--- config.mk ---
export PLATFORM = sky130hd
export DESIGN_NAME = soa_ram
export DESIGN_NICKNAME = d
export VERILOG_FILES = /design/src/rtl/soa_ram.sv
export SDC_FILE = /design/constraint.sdc
export NUM_CORES = 1
export LEC_CHECK = 0
export BUFFER_PORTS_ARGS = -buffer_cell sky130_fd_sc_hd__buf_2
export CAP_MARGIN = 20
export CORE_MARGIN = 2
export CORE_UTILIZATION = 40
export CTS_CLUSTER_DIAMETER = 200
export DETAILED_ROUTE_END_ITERATION = 8
export GPL_ROUTABILITY_DRIVEN = 0
export SETUP_SLACK_MARGIN = 0.4
export SLEW_MARGIN = 10
export SYNTH_ARGS = -nofsm -noshare
export SYNTH_HDL_FRONTEND = slang
export SYNTH_SLANG_ARGS = --single-unit
--- constraint.sdc ---
create_clock -name clock -period 2.56 [get_ports clock]
set_clock_uncertainty 0.15 [all_clocks]
set_input_delay 0.512 -clock clock [delete_from_list [all_inputs] [get_ports clock]]
set_output_delay 0.512 -clock clock [all_outputs]
set_load 0.01 [all_outputs]
--- src/rtl/soa_ram.sv ---
// ----------------------------------------------------------------------------
// soa_ram: generic simple dual-port RAM
// One write port, one read port, read data registered.
// ----------------------------------------------------------------------------
module soa_ram #(
   parameter int WIDTH = 8,
   parameter int DEPTH = 16
) (
   input  logic                                   clock,
   input  logic                                   wr_en,
   input  logic [(DEPTH > 1 ? $clog2(DEPTH) : 1)-1:0] wr_addr,
   input  logic [WIDTH-1:0]                       wr_data,
   input  logic [(DEPTH > 1 ? $clog2(DEPTH) : 1)-1:0] rd_addr,
   output logic [WIDTH-1:0]                       rd_data
);
   logic [WIDTH-1:0] mem [0:DEPTH-1];
   logic [WIDTH-1:0] rd_data_ff;

   always_ff @(posedge clock) begin
      if (wr_en) begin
         mem[wr_addr] <= wr_data;
      end
      rd_data_ff <= mem[rd_addr];
   end

   assign rd_data = rd_data_ff;
endmodule

Yosys cells after proc, flatten, opt, wreduce, memory -nomap -nowiden
Memory sizes are Yosys's and may differ from the RTL's. A register that Yosys moved wholly into a read port is not among the register bits.
Index checks and enable logic that the tools add are counted.
{"block": "word_totals", "register_bits": 0, "mem_bits_rw": 128, "input_bits": 18, "output_inout_bits": 8, "wordCells": 3, "memories": 1}
{"block": "op_classes", "n_mux": 2}
{"memory": "mem", "words": 16, "word_bits": 8, "rd": 1, "rd_clocked_by_memory_dff": 1, "wr": 1, "line": "16", "rtl": "logic [WIDTH-1:0] mem [0:DEPTH-1];"}
{"operator": "$mux 1", "count": 2}

Logic depth before layout (Yosys ltp)
{"block": "depth", "word_depth": 2, "depth_mapped": 5, "depth_no_buf": 3}

Worst setup path after synthesis
Ideal clock, no wire load.
{"block": "synth_timing", "kind": "input port to flip-flop", "from": "in wr_addr[2] in the netlist's numbering", "to": "mem mem[0][0] (enable)", "setup_ps": 383, "arrival_time_ps": 1622, "required_ps": 2027, "slack_ps": 405, "stages": 2, "n_path_buf": 0, "cell_sequence": "or3b_2 > nor3_1"}
{"element": "start: declaration", "line": "11", "rtl": "input logic [(DEPTH > 1 ? $clog2(DEPTH) : 1)-1:0] wr_addr,"}
{"element": "end: declaration", "line": "16"}
Straight into the memory's write port.

==> metrics.cfg <==
[outcome]
status=finished clean

[clock_tree]
post_cts_resize_count=0
root_buffer=clkbuf_16
path_clk_slew_ps=60
clock_latency_ps=400
postCtsHoldBufs=0
cts.sinks=136
h-tree-depth=4
cts_tree=built
clockBufferDepth=2
cts_buffers=17
post_cts_buffers=0

[critical_path]
worst-path-max-fanout=32
path_cells=buf_2 > buf_12 > mux4_1 > a22oi_1 > nand2_1
end_kind=flop
path_class=input port to flop
r2r-end=rd_data[3]
critPathCapture=rd_data[3]
cp.required_ps=2700
cp_slowest_cell=mux4_1
cp_data_arrival_time_ps=1870
startpoint_type=input port
startpoint=rd_addr[0]
r2r_slack_ps=1040
rr_startpoint=mem[1][3]
reg2reg_depth=3
cp_slowest_stage_delay_ps=590

[timing]
hold_viol=0
period_needed_ps=1733
timing.final.crit_share_pct=67.69
finalMaxSlewViolations=0
timing.fmax_mhz=577.1
worst_pin_slew_ps=575.1
relSlewSlack_pct=61.52
setup_violations=0
hold_slack_ps=345.3
rsz0062_at_grt=no
finalSetupTns_ps=0

[cells_and_area]
n_antenna_cell=0
seqCellArea_um2=4004
mostFrequentLayoutCell=edfxtp_1
area_delta_synth_final_pct=18.86
layout-drive-gt1-share_pct=30.17
multi_input_area_um2=1057
layout_common_cells=edfxtp_1 (128), buf_2 (25), mux4_2 (18)
fillCellCount=1030
fin_nets=300

[power_and_ir_drop]
combPwrFrac_pct=4.6
p_per_area_nw_per_um2=814.1
vdd_drop_max_uv=531.7
p_seq_share_pct=50.3
netSwitchingFraction_pct=19.46
leakage_nw=2.073
clkPwrFrac_pct=45.1
p_int_mw=4.012
p_sw_mw=0.9694

[synthesis]
netlist.area_leader.share_pct=74.67
synth_top_flop_cell=edfxtp_1
synth.cell_area_um2=5147
ys_ff_latch=136
yosys_warnings=0
ys_seq_area_share_pct=77.78
synth_enable_flop_cells=128
syn_inst=229
synth_area_per_cell_um2=22.48
synthesis.nets=247
synthArstFlopShare_pct=0
synth.distinct_cells=19
yosysTopAreaCell=edfxtp_1
yosys-top-cells-area=edfxtp_1 (75%), mux4_2 (7.9%), mux4_1 (7.1%)

[detailed_routing]
vias=2391
finalWirelength_um=9537
dr.pass1.iters=4
drc_errors=0
drtAntennaViolNets=0
detail_route.wl_per_cell_um=20.42
drtIter0Drc=228
viasPerCell=5.120

[grt]
grt_pass1_wl_um=14900
grtUsageTotal_pct=14.90
grt_pass1_vias=2537
grt_max_degree=33
antenna_found_initial=0
grt_overflow=0

[run]
drv_cap=0

[floorplanning]
rows=41
design.core.area_um2=12570
start_util_pct=40.96
dieArea_um2=13790
fp.dieW_um=117.4
die-height_um=117.4
pin_count=26

[min_path]
hold_path.startpoint=wr_data[3]
min_path_type=input port to flop

[placed_design]
dp_hpwl_um=6024
port_buffers=25

-- critical path, delay by kind of cell --
kind / cells / cell delay [ps]
AND/OR/NAND/NOR: 1 / 90
multiplexers: 1 / 590
buffers and inverters: 2 / 350
AO/OA/AOI/OAI: 1 / 310
-- power groups by stage --
stage	Clock (mW)	Combinational [mW]	Sequential, mW
2_1_floorplan	0	0.126	2.55
6_report	2.25	0.230	2.50
3_3_place_gp	0	0.229	2.55
3_5_place_dp	0	0.235	2.55
5_1_grt	2.38	0.253	2.51
4_1_cts	2.28	0.236	2.51
-- cell families after synthesis --
group / count (synthesis) / share of synthesized area, %
DFF: 136 / 77.78
and+or+nand+nor: 35 / 3.184
muxes: 32 / 15.02
AOI/OAI and AO/OA: 16 / 2.334
buffers and inverters: 10 / 1.677
-- cells in the mapped netlist (2+ instances only) --
cell / instances
nand3b_1: 2
nor2_1: 13
mux4_2: 18
a22oi_1: 16
nand2_1: 9
dfxtp_1: 8
buf_6: 3
clkdlybuf4s25_2: 3
edfxtp_1: 128
buf_2: 3
nand2b_1: 2
nor3_1: 4
mux4_1: 14
-- worst min path at each step --
stage                     cells after the start  slack [ps]    endpoint
after floorplan                               0         460   mem[0][0]
after global placement                        3         500  rd_data[3]
after detailed placement                      3         510  rd_data[2]
after CTS                                     1         330   mem[7][5]
after global routing                          1         340   mem[7][5]
final                                         1         350   mem[8][3]
-- sequential cells by signal, indices dropped and copies added, names as in the netlist --
signal and flops:
mem 128, rd_data 8
-- final cells by class --
| type | count | share of cell area [%] |
|---|---|---|
| clock buffer | 22 | 7.260 |
| timing repair buffer | 44 | 4.785 |
| clock inverter | 10 | 1.718 |
| sequential | 136 | 65.44 |
| tap | 172 | 3.517 |
| multi-input combinational | 83 | 17.28 |
-- routing by layer --
metal | vias up | GRT usage, % | part of all wire (%)
met2 | 42 | 24.60 | 52
met4 | 0 | 5.873 | 1.1
li1 | 1076 | - | -
met1 | 1267 | 18.44 | 44
met5 | - | 0 | 0
met3 | 6 | 4.621 | 3.0
-- metrics by stage --
step                      utilization, %  cell area (um2)  setup WS, ps  power [mW]  std cells
final                              48.68             6118         827.2       4.981        467
after global routing               48.68             6118         745.3       5.146        467
after CTS                          48.68             6118         830.8       5.022        467
after detailed placement           44.31             5569         402.2       2.785        435
after global placement             44.31             5569         414.1       2.776        435
after floorplan                        -             5147         405.1       2.680        229
Power figures use the tool's default switching activity.
